File: config.mk
export PLATFORM = sky130hd
export DESIGN_NAME = cie_sat
export DESIGN_NICKNAME = d
export VERILOG_FILES = /design/src/hw/rtl/cie_pkg.sv /design/src/hw/rtl/cie_sat.sv
export SDC_FILE = /design/constraint.sdc
export NUM_CORES = 1
export LEC_CHECK = 0
export ABC_CLOCK_PERIOD_IN_PS = 1000
export BUFFER_PORTS_ARGS = -buffer_cell sky130_fd_sc_hd__buf_2
export CAP_MARGIN = 20
export CORE_AREA = 2 2 72 74
export CTS_CLUSTER_SIZE = 40
export DETAILED_ROUTE_END_ITERATION = 16
export DIE_AREA = 0 0 74 76
export PLACE_DENSITY = 0.71
export SYNTH_ARGS = -nofsm -noshare
export SYNTH_HDL_FRONTEND = slang
export SYNTH_SLANG_ARGS = --single-unit
File: constraint.sdc
create_clock -name clk_i -period 1 [get_ports clk_i]
set_clock_uncertainty 0.05 [all_clocks]
set_input_delay 0 -clock clk_i [delete_from_list [all_inputs] [get_ports clk_i]]
set_output_delay 0 -clock clk_i [all_outputs]
set_load 0.1 [all_outputs]
File: src/hw/rtl/cie_pkg.sv
// cie_pkg: widths, payload types and constants of the cubic curve evaluator.
// Used by every module under hw/rtl; depends on nothing.
`default_nettype none

package cie_pkg;

  // field widths
  localparam int unsigned CoordW = 32;
  localparam int unsigned IdxW   = 10;
  localparam int unsigned StepW  = 25;
  localparam int unsigned UW     = IdxW + StepW;   // u in Q11.24

  // u_step after reset, about 0.001 in Q1.24
  localparam logic [StepW-1:0] UStepRst = StepW'(16777);

  // coefficient widths: 9*A3, 9*A2, A1 and 2*p0+1
  localparam int unsigned A3W  = 39;
  localparam int unsigned A2W  = 39;
  localparam int unsigned A1W  = 38;
  localparam int unsigned P0TW = CoordW + 2;

  // Horner step result widths
  localparam int unsigned S1W = 76;
  localparam int unsigned S2W = 112;
  localparam int unsigned S3W = 148;

  // addend alignment per Horner step
  localparam int unsigned Sh1 = 24;
  localparam int unsigned Sh2 = 48;
  localparam int unsigned Sh3 = 72;

  // quotient position in the final sum
  localparam int unsigned QLsb = 73;

  // register stages through one Horner step
  localparam int unsigned MacLat = 3;

  localparam logic [CoordW-1:0] SatMax = {1'b0, {(CoordW-1){1'b1}}};
  localparam logic [CoordW-1:0] SatMin = {1'b1, {(CoordW-1){1'b0}}};

  typedef struct packed {
    logic signed [CoordW-1:0] axis_p0;
    logic signed [CoordW-1:0] axis_p1;
    logic signed [CoordW-1:0] axis_p2;
    logic signed [CoordW-1:0] axis_p3;
    logic        [IdxW-1:0]   sample_index;
  } in_item_t;

  typedef struct packed {
    logic signed [CoordW-1:0] curve_value;
    logic                     saturated;
  } out_item_t;

  typedef struct packed {
    logic signed [A3W-1:0]  a3x9;
    logic signed [A2W-1:0]  a2x9;
    logic signed [A1W-1:0]  a1;
    logic signed [P0TW-1:0] p0t;
    logic        [UW-1:0]   u;
  } coef_t;

endpackage

`default_nettype wire

File: src/hw/rtl/cie_sat.sv
// cie_sat: takes the Q16.16 quotient from the exact sum and clips it to 32 bits.
// Output register of the block. Depends on cie_pkg.
`default_nettype none

module cie_sat (
  input  wire logic                          clk_i,
  input  wire logic                          rst_ni,
  input  wire logic                          vld_i,
  input  wire logic signed [cie_pkg::S3W-1:0] sum_i,
  output logic                               vld_o,
  output cie_pkg::out_item_t                 res_o
);
  import cie_pkg::*;

  localparam int unsigned HiLsb = QLsb + CoordW - 1;

  logic [S3W-1-HiLsb:0] hi;
  logic                 fits;
  out_item_t            res_d, res_q;
  logic                 vld_q;

  // in range when every bit from the quotient sign upward agrees
  always_comb begin
    hi   = sum_i[S3W-1:HiLsb];
    fits = (&hi) | ~(|hi);
    if (fits) begin
      res_d.curve_value = sum_i[QLsb +: CoordW];
      res_d.saturated   = 1'b0;
    end else begin
      res_d.curve_value = sum_i[S3W-1] ? SatMin : SatMax;
      res_d.saturated   = 1'b1;
    end
  end

  always_ff @(posedge clk_i or negedge rst_ni) begin
    if (!rst_ni) begin
      vld_q <= 1'b0;
    end else begin
      vld_q <= vld_i;
    end
  end

  always_ff @(posedge clk_i) begin
    res_q <= res_d;
  end

  assign vld_o = vld_q;
  assign res_o = res_q;

endmodule

`default_nettype wire

==> flow_summary.ini <==
[run_status]
run_status = complete, but fails checks
failed_checks = negative setup slack

[min_path]
worstHoldPathType = in -> reg
min-delay-start = sum_i[147]
min_path_cells = 5
capture_endpoint_of_the_worst_hold_path = res_o[13]

[synthesis]
synth.cell_area_um2 = 1219
yosys_register_bits = 34
ys_seq_area_share_pct = 56.26
synth_top_cells_by_area = dfxtp_1 54%, a21o_1 18%, nand4_1 6.7%
syn-mean-instance-area_um2 = 11.72
synth.largest_area_cell = dfxtp_1
synth.lib_cells_used.distinct = 15
synth.net_count = 255
synthesis.instances = 104
ys.warnings.count = 0
synthDominantCellAreaShare_pct = 54.21

[drt]
wl_cell_um = 13.95
route.detailed.drc = 0
viasPerCell = 4.385
initial_drt_pass_iterations = 4
drtAntennaViolNets = 0
wirelength_routed_um = 4715
initialDrtViolationCount = 45
vias = 1482

[power_and_ir_drop]
power.density_cell_area_nw_per_um2 = 1209
worst_ir_drop_vdd_v = 0.0005900
power.static_leakage_nw = 1.503

[layout]
final_cell_mix = 71 x buf_2, 36 x buf_12, 35 x dlygate4sd3_1
number_of_nets_in_the_finished_design = 418
ff_latch_area_um2 = 685.7
filler_cell_count = 370
multiInputGateArea_um2 = 585.6
area_growth_pct = 158.8
layout-drive-gt1-share_pct = 57.46
mostFrequentLayoutCell = buf_2
post_route_cell_area_um2 = 3154
instances_no_fill = 338
antenna_cells = 0

[timing]
slew-limit-headroom_pct = 60.96
timing_worst_slew_pin_value_ns = 0.5856
highest_achievable_clock_rate_mhz = 804.9
period_utilization_post_route_pct = 124.2
finalWorstSetupSlack_ns = -0.2424
slew_viol_final = 0
grt_setup_unrepaired = true
endpoints_failing_hold = 0
final.min_clock_period_ns = 1.242
setup-violations-final = 32

[placement]
portBuffers = 111
place.detailed.instances = 286
detailed_place_hpwl_um = 2845
gp_congestion = 0.6396
postPlaceCellArea_um2 = 2465

[floorplanning]
initial_utilization_pct = 24.81
core_region_area_um2 = 4912
die_area_um2 = 5624
floorplan.io_pins = 185
rows = 26
fp.dieW_um = 74
chipHeight_um = 76

[grt]
via_count_of_the_first_global_routing_pass = 1494
grt_first_pass_wirelength_um = 6796
grt_overflow = 0
gr-usage-all-layers_pct = 15.98
grt_max_degree = 30
antenna_found_initial = 0

[clock_network]
ctsRootBufferMaster = clkbuf_8
cts_tree = done
clock_sinks = 34
htree_num_levels = 2
max-clock-path-buffers = 2
numCtsBuffers = 5
cts.reportedPaths.clkPinSlew_ns = 0.07

[critical_path]
critical_path.endpoint_type = register
path_max_fanout = 7
critPathRequiredTime_ns = 1.12
cp_data_arrival_time_ns = 1.36
start_kind = input pin
critical_path_class = in -> reg

[flow_run]
drv.max_cap_violation_count = 0
## final cells by class
cell class | count | share of cell area [%]
clock buffers | 6 | 2.618
well taps | 70 | 2.777
multi-input cells | 62 | 18.56
flip-flops and latches | 34 | 21.74
repair buffers | 163 | 53.79
inverters | 1 | 0.1190
clock inverters | 2 | 0.3967
## registers in the layout, indices dropped and copies added (netlist names)
signal  flops
res_o      33
vld_o       1
## per-stage QoR
step	utilization (%)	power (mW)	setup WS [ns]	hold WS, ns	TNS [ns]
CTS	61.56	3.796	-0.1817	0.1407	-5.177
global placement	50.18	2.614	-0.4445	-0.2734	-13.93
finish	64.21	3.815	-0.2424	0.2958	-7.142
global route	64.21	3.969	-0.3043	0.3008	-9.196
floorplan	-	2.088	-0.1482	-0.3456	-4.580
detailed placement	50.18	2.631	-0.5102	-0.2741	-15.80
## routing by layer
layer	track usage, %	routed length, µm	vias to the layer above
met5	0	0	-
met3	3.968	297	10
met1	15.70	1732	667
met2	30.36	2564	79
li1	-	-	726
met4	6.727	120	0
## cell usage after synthesis, drive strengths merged
master,instances
nor3,2
nor4,13
dfrtp,1
a311oi,1
dfxtp,33
buf,6
nand3,1
nand4,13
a21o,31
inv,1
a31o,1
dlygate4sd1,1
## critical path, stage by stage
cell and delay [ns]:
buf_2 0.12, nor4_2 0.29, nand4_1 0.16, nor3_2 0.22, buf_4 0.15, a311oi_4 0.06
clkbuf_16 0.22, a21o_1 0.15
## power breakdown
| part | internal (mW) | total, mW | switching [mW] |
|---|---|---|---|
| sequential | 1.43 | 1.48 | 0.0572 |
| combinational | 0.569 | 1.29 | 0.726 |
| clock | 0.553 | 1.04 | 0.483 |
## repair_timing
action,4_1_cts,5_1_grt
endpoints found under the setup margin,32,32
pin swaps,3,5
gates resized for setup,11,12
hold buffers,35,0
endpoints found under the hold margin,34,0
gates cloned,2,3
setup buffers,3,1
## cell families after synthesis
| logic type | count (synthesis) | share of synthesized area, % |
|---|---|---|
| flip-flops | 34 | 56.26 |
| AO/OA/AOI/OAI | 33 | 21.15 |
| AND/OR/NAND/NOR | 29 | 16.02 |
| buffers and inverters | 8 | 6.570 |
## worst max-delay path by stage
stage                    start   endpoint  slack [ns]  cells after the start
floorplan           sum_i[125]   res_o[2]       -0.15                      6
global placement    sum_i[116]   res_o[8]       -0.44                      7
detailed placement  sum_i[117]  res_o[23]       -0.51                      7
CTS                 sum_i[116]  res_o[19]       -0.18                      8
global route        sum_i[107]   res_o[8]       -0.30                      8
finish              sum_i[107]  res_o[16]       -0.24                      8
Power figures use the tool's default switching activity.
