==> src/hw/rtl/cie_pkg.sv <==
// cie_pkg: widths, payload types and constants of the cubic curve evaluator.
// Used by every module under hw/rtl; depends on nothing.
`default_nettype none

package cie_pkg;

  // field widths
  localparam int unsigned CoordW = 32;
  localparam int unsigned IdxW   = 10;
  localparam int unsigned StepW  = 25;
  localparam int unsigned UW     = IdxW + StepW;   // u in Q11.24

  // u_step after reset, about 0.001 in Q1.24
  localparam logic [StepW-1:0] UStepRst = StepW'(16777);

  // coefficient widths: 9*A3, 9*A2, A1 and 2*p0+1
  localparam int unsigned A3W  = 39;
  localparam int unsigned A2W  = 39;
  localparam int unsigned A1W  = 38;
  localparam int unsigned P0TW = CoordW + 2;

  // Horner step result widths
  localparam int unsigned S1W = 76;
  localparam int unsigned S2W = 112;
  localparam int unsigned S3W = 148;

  // addend alignment per Horner step
  localparam int unsigned Sh1 = 24;
  localparam int unsigned Sh2 = 48;
  localparam int unsigned Sh3 = 72;

  // quotient position in the final sum
  localparam int unsigned QLsb = 73;

  // register stages through one Horner step
  localparam int unsigned MacLat = 3;

  localparam logic [CoordW-1:0] SatMax = {1'b0, {(CoordW-1){1'b1}}};
  localparam logic [CoordW-1:0] SatMin = {1'b1, {(CoordW-1){1'b0}}};

  typedef struct packed {
    logic signed [CoordW-1:0] axis_p0;
    logic signed [CoordW-1:0] axis_p1;
    logic signed [CoordW-1:0] axis_p2;
    logic signed [CoordW-1:0] axis_p3;
    logic        [IdxW-1:0]   sample_index;
  } in_item_t;

  typedef struct packed {
    logic signed [CoordW-1:0] curve_value;
    logic                     saturated;
  } out_item_t;

  typedef struct packed {
    logic signed [A3W-1:0]  a3x9;
    logic signed [A2W-1:0]  a2x9;
    logic signed [A1W-1:0]  a1;
    logic signed [P0TW-1:0] p0t;
    logic        [UW-1:0]   u;
  } coef_t;

endpackage

`default_nettype wire

==> src/hw/rtl/cie_coef.sv <==
// cie_coef: first stage; forms u and the blending coefficients of one beat.
// Depends on cie_pkg.
`default_nettype none

module cie_coef (
  input  wire logic                     clk_i,
  input  wire logic                     rst_ni,
  input  wire logic                     vld_i,
  input  wire cie_pkg::in_item_t        item_i,
  input  wire logic [cie_pkg::StepW-1:0] u_step_i,
  output logic                          vld_o,
  output cie_pkg::coef_t                coef_o
);
  import cie_pkg::*;

  logic signed [A3W-1:0] e0, e1, e2, e3;
  logic signed [A3W-1:0] a3, a2, a1w;
  coef_t coef_d, coef_q;
  logic  vld_q;

  // inverse Vandermonde blending on uniform nodes (constant multiplies only), u = index * u_step
  always_comb begin
    e0  = A3W'(item_i.axis_p0);
    e1  = A3W'(item_i.axis_p1);
    e2  = A3W'(item_i.axis_p2);
    e3  = A3W'(item_i.axis_p3);
    a3  = e3 - e0 + 39'sd3 * (e1 - e2);
    a2  = 39'sd2 * e0 - 39'sd5 * e1 + 39'sd4 * e2 - e3;
    a1w = 39'sd18 * e1 + 39'sd2 * e3 - 39'sd11 * e0 - 39'sd9 * e2;
    coef_d.a3x9 = (a3 <<< 3) + a3;
    coef_d.a2x9 = A2W'((a2 <<< 3) + a2);
    coef_d.a1   = A1W'(a1w);
    coef_d.p0t  = {item_i.axis_p0[CoordW-1], item_i.axis_p0, 1'b1};
    coef_d.u    = UW'(item_i.sample_index) * UW'(u_step_i);
  end

  always_ff @(posedge clk_i or negedge rst_ni) begin
    if (!rst_ni) begin
      vld_q <= 1'b0;
    end else begin
      vld_q <= vld_i;
    end
  end

  always_ff @(posedge clk_i) begin
    coef_q <= coef_d;
  end

  assign vld_o  = vld_q;
  assign coef_o = coef_q;

endmodule

`default_nettype wire

==> config.mk <==
export PLATFORM = sky130hd
export DESIGN_NAME = cie_coef
export DESIGN_NICKNAME = d
export VERILOG_FILES = /design/src/hw/rtl/cie_pkg.sv /design/src/hw/rtl/cie_coef.sv
export SDC_FILE = /design/constraint.sdc
export NUM_CORES = 2
export LEC_CHECK = 0
export BUFFER_PORTS_ARGS = -buffer_cell sky130_fd_sc_hd__buf_4
export CORE_ASPECT_RATIO = 0.8
export CORE_MARGIN = 2
export CORE_UTILIZATION = 45
export DETAILED_ROUTE_END_ITERATION = 7
export PLACE_DENSITY_LB_ADDON = 0.1
export RECOVER_POWER = 25
export SYNTH_ARGS = -nofsm -noshare
export SYNTH_HDL_FRONTEND = slang
export SYNTH_SLANG_ARGS = --single-unit
==> constraint.sdc <==
create_clock -name clk_i -period 0.8 [get_ports clk_i]
set_input_delay 0 -clock clk_i [delete_from_list [all_inputs] [get_ports clk_i]]
set_output_delay 0 -clock clk_i [all_outputs]
set_load 0.1 [all_outputs]
==> metrics <==
status=finished, violations left; failing checks=hold timing, setup timing; Yosys reg bits=184; largest net degree at the start of global routing=23; sequential-to-total area share from yosys stat=10.6%; WHS=-0.140 ns; Critical Path Sink=coef_o[184]; Slew Limit Fails=0; Post-synth EDFFs=0; count leader, synth=inv_1; global-route usage over all layers=27.1%; Hold Crit Start=item_i[0]; placed insts=6,188; Min-Delay Path Class=primary input to flip-flop; DP Wirelength=90.7 mm; Clock Sinks=184; synth top area cells=fa_1 (30%), ha_1 (21%), dfxtp_1 (11%), inv_1 (8.7%), xnor2_1 (4.2%); dominant cell type by area after synthesis=fa_1; DR iter-0 viols=1,349; slowest CP cell=fa_1; Starting Density=45.3%; final setup vio count=332; Routed wire per std cell=16.6 µm; port buffer count=350; top cells by count, synth=inv_1 (803), ha_1 (587), fa_1 (515), nand2_1 (241), a21oi_1 (212); CTS tree=yes; Tcrit/Tclk final=867%; GP Congestion=0.923; fin cells=6,340; stages on the worst setup path=37; dominant synthesized flop cell=dfxtp_1; Cells after Synth=3,777; endpoint class of the critical path=flip-flop; Total Wirelength=105 mm; Max-Cap Viols=0; Residual DRC=0; Die H=253 µm; Yosys top cell area share=29.6%; Arr. time, crit path=7.33 ns; Worst-Margin Slew=0.619 ns; Area growth syn-to-layout=50.1%; Top Ports=352; met3 Use GR=3.98%; vias=30,874; FP Rows=91; H-tree depth=4; Buffers & Inverters on Critical Path=5; 1st-pass router iterations=5; GR Util met2=43.1%; Syn Nets=5,045; area of the die=79,500 µm²; crit path max fanout=4; root buf cell=clkbuf_16; fraction of layout cells with a size suffix above 1=42.8%; gr busiest metal=met2; fin worst setup slack=-6.14 ns; # hold bufs at CTS=38; Place WS=-6.96 ns; vias in the first global route=32,497; first-pass GRT wire length=170 mm; GRT met1 Usage=39.2%; worst rel slew slack=58.3%; CP Launch Type=primary input; f_max=0.144 GHz; CP top delay family=compound AO/OA/AOI/OAI gates; total congestion overflow=0; Slowest Stage Delay on Critical Path=0.50 ns; Layout Nets=6,571; RSZ-0062 raised after global routing=yes; core outline area=76,900 µm²; Die X=315 µm; antenna violations before repair=3; Worst Path Required=1.19 ns; crit path kind=primary input to flip-flop; final hold vios=3; fin crit period=6.94 ns; Worst-path clk slew=0.10 ns; Post-Syn Area=34,800 µm²; total CTS buffers=17; Async S/R FF share, synth=0.543%; average cell area after synthesis=9.21 µm²; Unique masters post-synth=83; Clock Path Buffers=2; antenna viol nets, final=0; fin area=52,200 µm²; Placement Cell Area=48,400 µm²; worst setup path start=item_i[43]; Vias per Instance=4.87; yosys warns=0
[cell type report]
class | count | area [µm²]
diodes | 2 | 5.00
clock buffers | 17 | 425
repair buffers | 1557 | 12100
inverters | 803 | 3080
clock inverters | 14 | 133
well taps | 1023 | 1280
multi-input cells | 2740 | 31300
flip-flops and latches | 184 | 3920
fillers | 6264 | 24700
[kinds of logic after synthesis]
group | Yosys count | synth area share, %
muxes | 6 | 0.194
adders and majority gates | 1102 | 50.8
other | 1 | 0.0108
xor gates and xnor gates | 252 | 6.39
and+or+nand+nor | 716 | 10.1
AOI/OAI and AO/OA | 663 | 12.7
DFF | 184 | 10.6
buffers and inverters | 853 | 9.23
[state kept, by name (all words and copies together), names as in the netlist]
register / flops
coef_o: 183
vld_o: 1
[tightest hold or removal path: cells and delay by family]
family	cells	cell delay, ns
buffers and inverters	1	0.12
AND/OR/NAND/NOR	1	0.13
adder cells (fa/ha/maj)	1	0.11
[timing repair]
| item | in CTS | in global routing |
|---|---|---|
| setup endpoints to repair | 331 | 331 |
| buffers inserted | 70 | 39 |
| endpoints found under the hold margin | 42 | 4 |
| pin swaps | 154 | 159 |
| gates resized for setup | 261 | 180 |
[routing by layer]
metal | wire [µm] | up-vias
li1 | - | 15277
met1 | 51400 | 14918
met2 | 47300 | 566
met3 | 4670 | 111
met4 | 2010 | 2
met5 | 13 | -
[worst min-delay path by stage]
| stage | endpoint | slack [ns] | cells after the start |
|---|---|---|---|
| CTS | coef_o[1] | -0.17 | 3 |
| global placement | vld_o | -0.23 | 1 |
| floorplan | vld_o | -0.30 | 0 |
| detailed placement | vld_o | -0.22 | 1 |
| global route | coef_o[1] | -0.15 | 3 |
| finish | coef_o[1] | -0.14 | 3 |
[metrics by stage]
step,TNS (ns),util (%)
after CTS,-614.91,66.6
after global placement,-647.20,63.0
after global routing,-650.47,67.9
final,-617.33,67.9
after detailed placement,-650.13,63.0
after floorplan,-521.88,-
[cells in the final DEF, fill, tap and decap left out, drive strengths merged, types with 6 or more instances in the layout]
cell type and count:
buf 1510, inv 812, ha 587, fa 515, nand2 241, a21oi 212
dfxtp 183, xnor2 167, and2 140, nor2 116, a21o 114, o21ai 109
xor2 85, nand3 43, o21bai 39, dlygate4sd3 38, o21a 36, nor3 36
nand2b 33, clkbuf 26, and3 25, nor2b 22, nand4 17, a211oi 15
a21boi 13, or3 13, o211ai 12, a31oi 11, o31ai 10, a211o 9
or2 9, a2111oi 8, o31a 7, a221o 7, and4 6, o22ai 6
Power is left out: the tool's default activity adds up to more than one toggle a clock period on the data nets, which glitch-free logic cannot reach.
