File: config.mk
export PLATFORM = sky130hd
export DESIGN_NAME = cie_mac
export DESIGN_NICKNAME = d
export VERILOG_FILES = /design/src/hw/rtl/cie_pkg.sv /design/src/hw/rtl/cie_mac.sv
export SDC_FILE = /design/constraint.sdc
export NUM_CORES = 2
export LEC_CHECK = 0
export BUFFER_PORTS_ARGS = -buffer_cell sky130_fd_sc_hd__buf_4
export CAP_MARGIN = 20
export CORE_UTILIZATION = 60
export CTS_CLUSTER_DIAMETER = 60
export CTS_CLUSTER_SIZE = 12
export DETAILED_ROUTE_END_ITERATION = 12
export PLACE_DENSITY = 0.78
export SETUP_SLACK_MARGIN = 0.15
export SKIP_LAST_GASP = 1
export SYNTH_ARGS = -nofsm -noshare
export SYNTH_HDL_FRONTEND = slang
export SYNTH_SLANG_ARGS = --single-unit
File: constraint.sdc
create_clock -name clk_i -period 5.75 [get_ports clk_i]
set_clock_uncertainty 0.15 [all_clocks]
set_input_delay 0.575 -clock clk_i [delete_from_list [all_inputs] [get_ports clk_i]]
set_output_delay 0.575 -clock clk_i [all_outputs]
set_load 0.05 [all_outputs]
File: src/hw/rtl/cie_pkg.sv
// cie_pkg: widths, payload types and constants of the cubic curve evaluator.
// Used by every module under hw/rtl; depends on nothing.
`default_nettype none

package cie_pkg;

  // field widths
  localparam int unsigned CoordW = 32;
  localparam int unsigned IdxW   = 10;
  localparam int unsigned StepW  = 25;
  localparam int unsigned UW     = IdxW + StepW;   // u in Q11.24

  // u_step after reset, about 0.001 in Q1.24
  localparam logic [StepW-1:0] UStepRst = StepW'(16777);

  // coefficient widths: 9*A3, 9*A2, A1 and 2*p0+1
  localparam int unsigned A3W  = 39;
  localparam int unsigned A2W  = 39;
  localparam int unsigned A1W  = 38;
  localparam int unsigned P0TW = CoordW + 2;

  // Horner step result widths
  localparam int unsigned S1W = 76;
  localparam int unsigned S2W = 112;
  localparam int unsigned S3W = 148;

  // addend alignment per Horner step
  localparam int unsigned Sh1 = 24;
  localparam int unsigned Sh2 = 48;
  localparam int unsigned Sh3 = 72;

  // quotient position in the final sum
  localparam int unsigned QLsb = 73;

  // register stages through one Horner step
  localparam int unsigned MacLat = 3;

  localparam logic [CoordW-1:0] SatMax = {1'b0, {(CoordW-1){1'b1}}};
  localparam logic [CoordW-1:0] SatMin = {1'b1, {(CoordW-1){1'b0}}};

  typedef struct packed {
    logic signed [CoordW-1:0] axis_p0;
    logic signed [CoordW-1:0] axis_p1;
    logic signed [CoordW-1:0] axis_p2;
    logic signed [CoordW-1:0] axis_p3;
    logic        [IdxW-1:0]   sample_index;
  } in_item_t;

  typedef struct packed {
    logic signed [CoordW-1:0] curve_value;
    logic                     saturated;
  } out_item_t;

  typedef struct packed {
    logic signed [A3W-1:0]  a3x9;
    logic signed [A2W-1:0]  a2x9;
    logic signed [A1W-1:0]  a1;
    logic signed [P0TW-1:0] p0t;
    logic        [UW-1:0]   u;
  } coef_t;

endpackage

`default_nettype wire

File: src/hw/rtl/cie_mac.sv
// cie_mac: one Horner step y = x*u + (add << SH), three register stages.
// Partial products 33x19 and 33x18 bits, then per-chunk merge, then final sum. Uses cie_pkg.
`default_nettype none

module cie_mac #(
  parameter int unsigned WX  = cie_pkg::A3W,
  parameter int unsigned WAD = cie_pkg::A2W,
  parameter int unsigned SH  = cie_pkg::Sh1,
  parameter int unsigned WY  = cie_pkg::S1W
) (
  input  wire logic                     clk_i,
  input  wire logic                     rst_ni,
  input  wire logic                     vld_i,
  input  wire logic signed [WX-1:0]     x_i,
  input  wire logic [cie_pkg::UW-1:0]   u_i,
  input  wire logic signed [WAD-1:0]    add_i,
  output logic                          vld_o,
  output logic signed [WY-1:0]          y_o,
  output logic [cie_pkg::UW-1:0]        u_o
);
  import cie_pkg::*;

  localparam int unsigned NC   = (WX + 31) / 32;
  localparam int unsigned XEW  = NC * 32;
  localparam int unsigned ULoW = 18;
  localparam int unsigned UHiW = UW - ULoW;
  localparam int unsigned PPW  = 33 + ULoW + 1;
  localparam int unsigned CW   = PPW + ULoW + 1;

  logic signed [XEW-1:0]   xe;
  logic signed [ULoW:0]    u_lo;
  logic signed [UHiW:0]    u_hi;

  // stage A: partial products
  logic signed [PPW-1:0]   pp_lo_d [NC];
  logic signed [PPW-1:0]   pp_hi_d [NC];
  logic signed [PPW-1:0]   pp_lo_q [NC];
  logic signed [PPW-1:0]   pp_hi_q [NC];
  logic signed [WAD-1:0]   add_a_q;
  logic [UW-1:0]           u_a_q;
  logic                    vld_a_q;

  // stage B: per-chunk sums
  logic signed [CW-1:0]    c_d [NC];
  logic signed [CW-1:0]    c_q [NC];
  logic signed [WAD-1:0]   add_b_q;
  logic [UW-1:0]           u_b_q;
  logic                    vld_b_q;

  // stage C: result
  logic signed [WY-1:0]    y_d, y_q;
  logic [UW-1:0]           u_c_q;
  logic                    vld_c_q;

  assign xe   = XEW'(x_i);
  assign u_lo = $signed({1'b0, u_i[ULoW-1:0]});
  assign u_hi = $signed({1'b0, u_i[UW-1:ULoW]});

  // lower chunks are unsigned, the top chunk carries the sign
  for (genvar k = 0; k < NC; k++) begin : g_pp
    logic signed [32:0] xc;
    if (k == NC - 1) begin : g_top
      assign xc = $signed({xe[32*k+31], xe[32*k+31 -: 32]});
    end else begin : g_low
      assign xc = $signed({1'b0, xe[32*k+31 -: 32]});
    end
    assign pp_lo_d[k] = PPW'(xc) * PPW'(u_lo);
    assign pp_hi_d[k] = PPW'(xc) * PPW'(u_hi);
    assign c_d[k]     = CW'(pp_lo_q[k]) + (CW'(pp_hi_q[k]) <<< ULoW);
  end

  // stage C sum: NC chunks plus the aligned addend
  always_comb begin
    y_d = WY'(add_b_q) <<< SH;
    for (int k = 0; k < NC; k++) begin
      y_d = y_d + (WY'(c_q[k]) <<< (32 * k));
    end
  end

  always_ff @(posedge clk_i or negedge rst_ni) begin
    if (!rst_ni) begin
      vld_a_q <= 1'b0;
      vld_b_q <= 1'b0;
      vld_c_q <= 1'b0;
    end else begin
      vld_a_q <= vld_i;
      vld_b_q <= vld_a_q;
      vld_c_q <= vld_b_q;
    end
  end

  always_ff @(posedge clk_i) begin
    pp_lo_q <= pp_lo_d;
    pp_hi_q <= pp_hi_d;
    add_a_q <= add_i;
    u_a_q   <= u_i;
    c_q     <= c_d;
    add_b_q <= add_a_q;
    u_b_q   <= u_a_q;
    y_q     <= y_d;
    u_c_q   <= u_b_q;
  end

  assign vld_o = vld_c_q;
  assign y_o   = y_q;
  assign u_o   = u_c_q;

endmodule

`default_nettype wire

==> results.txt <==
Layout cells sized above 1 - 0.181
Fin crit share - 1.06
DR iter-0 viols - 3683
Sink Count - 524
DP Wirelength - 131000 µm
Clock Latency Late Sink - 0.66 ns
Final Max Tran Viols - 0
H-tree levels - 3
Core box area - 100000 µm²
Crit-path max cell delay - 0.57 ns
Util after Layout - 0.737
Fillers - 6668
Detailed-route via count - 48000
IO Pins - 228
Worst Setup Slack, final - -0.367 ns
Placed Area - 68500 µm²
Synth Area in XOR/XNOR - 0.0378
First-pass DRT Iterations - 6
Fraction of registers with async set/reset - 0.00573
EDFF count, synth - 0
Worst hold path class - primary input to flop
Top cell by count, worst path - fa_1
Num CTS Buffers - 66
Compound-Gate Fraction of Synth Area - 0.0771
RSZ-0062 raised after global routing - yes
Initial antenna violation count - 3
Highest-delay cell along the critical path - fa_1
Synth Area per Inst - 9.24 µm²
Max-cap viol count - 0
Synthesized cell area - 60900 µm²
CTS tree - done
Nets - 9037
Multiplexer share of the synthesized area - 0.000164
Seq/Total Area, Yosys - 0.173
Final Instance Area - 73900 µm²
Post-synth cell types - 78
Tmin final - 6.12 ns
Routed WL - 171000 µm
Most used DFF post-synth - dfxtp_1
YS warnings - 0
Gr usage total - 0.332
Die ar. - 103000 µm²
Final setup viols - 33
Fmax - 163 MHz
Antenna Nets Post-Route - 0
Max-Slew Margin vs Limit - 0.443
Data required, critical path - 6.16 ns
CP startpoint kind - primary input
Vias per inst - 5.51
Status - finished, violations left
#FFs+latches synth - 524
Synthesized net count - 8307
Critical path fanouts, max - 8
Growth of design area from synthesis to finish - 21.4%
Final RePlAce weighted congestion - 0.963
Tightest Pin Transition - 0.814 ns
Root Buffer - clkbuf_16
Clock-pin slew on the worst setup and hold paths - 0.05 ns
Final Hold Fails - 0
Rows - 116
Die X - 321 µm
Total gr overflow - 0
Largest family of logic cells by synthesized area - adder cells
Starting Density - 0.607
Longest Clk Path Bufs - 3
Failing checks - negative setup slack
WS Path Type - primary input to flop
Area share of fa/ha/maj cells after synthesis - 0.463
Vias in the first global route - 51100
DRC Markers - 0
Critical Path Sink Type - flop
Largest net degree at the start of global routing - 30
Post-synthesis simple-gate area fraction - 0.152
Cells after Synth - 6591
WL per Instance - 19.6 µm
Global-route wire length before repair - 267000 µm
Die Ht - 321 µm
Crit path DAT - 6.53 ns
I/O Buffers - 227
==> flip-flops by register name, indices dropped and copies added (netlist names), 35 cells and up <==
| register | cells |
|---|---|
| c_q | 112 |
| pp_lo_q | 76 |
| y_o | 76 |
| pp_hi_q | 74 |
| add_a_q | 39 |
| add_b_q | 39 |
| u_a_q | 35 |
| u_b_q | 35 |
| u_o | 35 |
==> cells in the final DEF (no fill, tap or decap), types with 27 or more instances in the layout <==
master         instances
buf_6                 73
xnor2_1              168
and2_1               530
nor2b_1               40
nand2b_1              81
o21a_1                34
nand3_1               41
dlygate4sd3_1         50
o21ai_0               83
a21oi_1              186
clkbuf_16             71
o21bai_1              31
inv_2                 41
ha_1                 473
and3_1                30
and2_4                39
xor2_1                74
nor3_1                27
fa_1                1062
nand2_1              865
nor2_1               152
dfxtp_1              519
a21oi_2               39
buf_12                52
ha_4                  38
inv_1               1256
a21o_1               136
buf_4                726
==> metal layers <==
| layer | track usage | routed length, µm |
|---|---|---|
| met2 | 0.543 | 79600 |
| met4 | 0.137 | 7810 |
| met5 | 0.000946 | 13 |
| met1 | 0.429 | 67400 |
| met3 | 0.0689 | 15700 |
==> metrics by stage <==
| step | TNS (ns) | std cells | hold WS, ns | setup slack [ns] |
|---|---|---|---|---|
| floorplan | -7.48 | 6591 | 0.129 | -0.539 |
| detailed placement | -44.82 | 8459 | 0.162 | -1.06 |
| CTS | -0.933 | 8671 | 0.00247 | -0.138 |
| finish | -5.48 | 8714 | 0.0338 | -0.367 |
| global route | -11.82 | 8711 | 0.00875 | -0.482 |
| global placement | -40.50 | 8459 | 0.160 | -0.988 |
==> Yosys cell counts, drive strengths merged (13+ instances only) <==
cell / instances / area share
nand4: 20 / 0.0021
a31oi: 25 / 0.0026
dfxtp: 521 / 0.17
nor3: 30 / 0.0025
o21ai: 118 / 0.0098
and2: 570 / 0.059
or2: 16 / 0.0016
nor2b: 42 / 0.0044
clkbuf: 276 / 0.017
xor2: 75 / 0.011
a21oi: 231 / 0.019
nand2b: 82 / 0.0084
nand3: 49 / 0.0040
xnor2: 187 / 0.027
nor2: 159 / 0.0098
o21bai: 32 / 0.0039
ha: 512 / 0.11
a211oi: 24 / 0.0031
nand2: 877 / 0.054
a21o: 137 / 0.017
fa: 1088 / 0.36
o21a: 35 / 0.0043
and3: 31 / 0.0032
o211ai: 13 / 0.0016
inv: 1297 / 0.080
==> worst max-delay path, delay by kind of cell <==
| family | cells | cell delay, ns |
|---|---|---|
| buf+inv | 6 | 0.60 |
| compound gates | 7 | 1.32 |
| fa+ha+maj | 7 | 3.34 |
| xor+xnor | 1 | 0.19 |
| simple gates | 4 | 0.50 |
==> cell type report <==
class,instances,area [µm²],area share
diodes,3,7.51,0.000102
clock buffers,74,1710,0.0232
clock inverters,27,304,0.00411
inverters,1297,4870,0.0659
multi-input cells,4489,46200,0.624
flip-flops and latches,524,10500,0.142
well taps,1357,1700,0.0230
repair buffers,943,8670,0.117
==> logic make-up (layout without fill, tap and decap cells) <==
family / count (synthesis) / in the layout
other cells: 0 / 3
compound gates: 721 / 721
flops: 524 / 524
xor+xnor: 262 / 262
mux: 1 / 1
fa+ha+maj: 1600 / 1600
simple gates: 1905 / 1905
buf+inv: 1578 / 2341
==> final timing paths <==
check,start,to,slack [ns],cells past startpoint
max in group asynchronous,rst_ni,vld_o$_DFF_PN0_,5.22,2
min reg2reg,pp_lo_q[6]$_DFF_P_,c_q[6]$_DFF_P_,0.17,0
max,x_i[7],pp_lo_q[95]$_DFF_P_,-0.37,25
min,u_i[14],u_a_q[14]$_DFF_P_,0.03,1
max reg2reg,c_q[110]$_DFF_P_,y_o[75]$_DFF_P_,0.27,24
min in group asynchronous,rst_ni,vld_b_q$_DFF_PN0_,0.13,2
==> repair_timing <==
item                                    4_1_cts  5_1_grt
pin swaps                                   125      140
endpoints found under the setup margin       46       58
resized for setup                           255      201
hold buffers                                 48        2
cloned                                        9        4
hold endpoints to repair                     50        2
setup buffers                                54       34
Power is not shown: default switching activity piles up to over one toggle a cycle in this logic, so the estimate is an artifact.
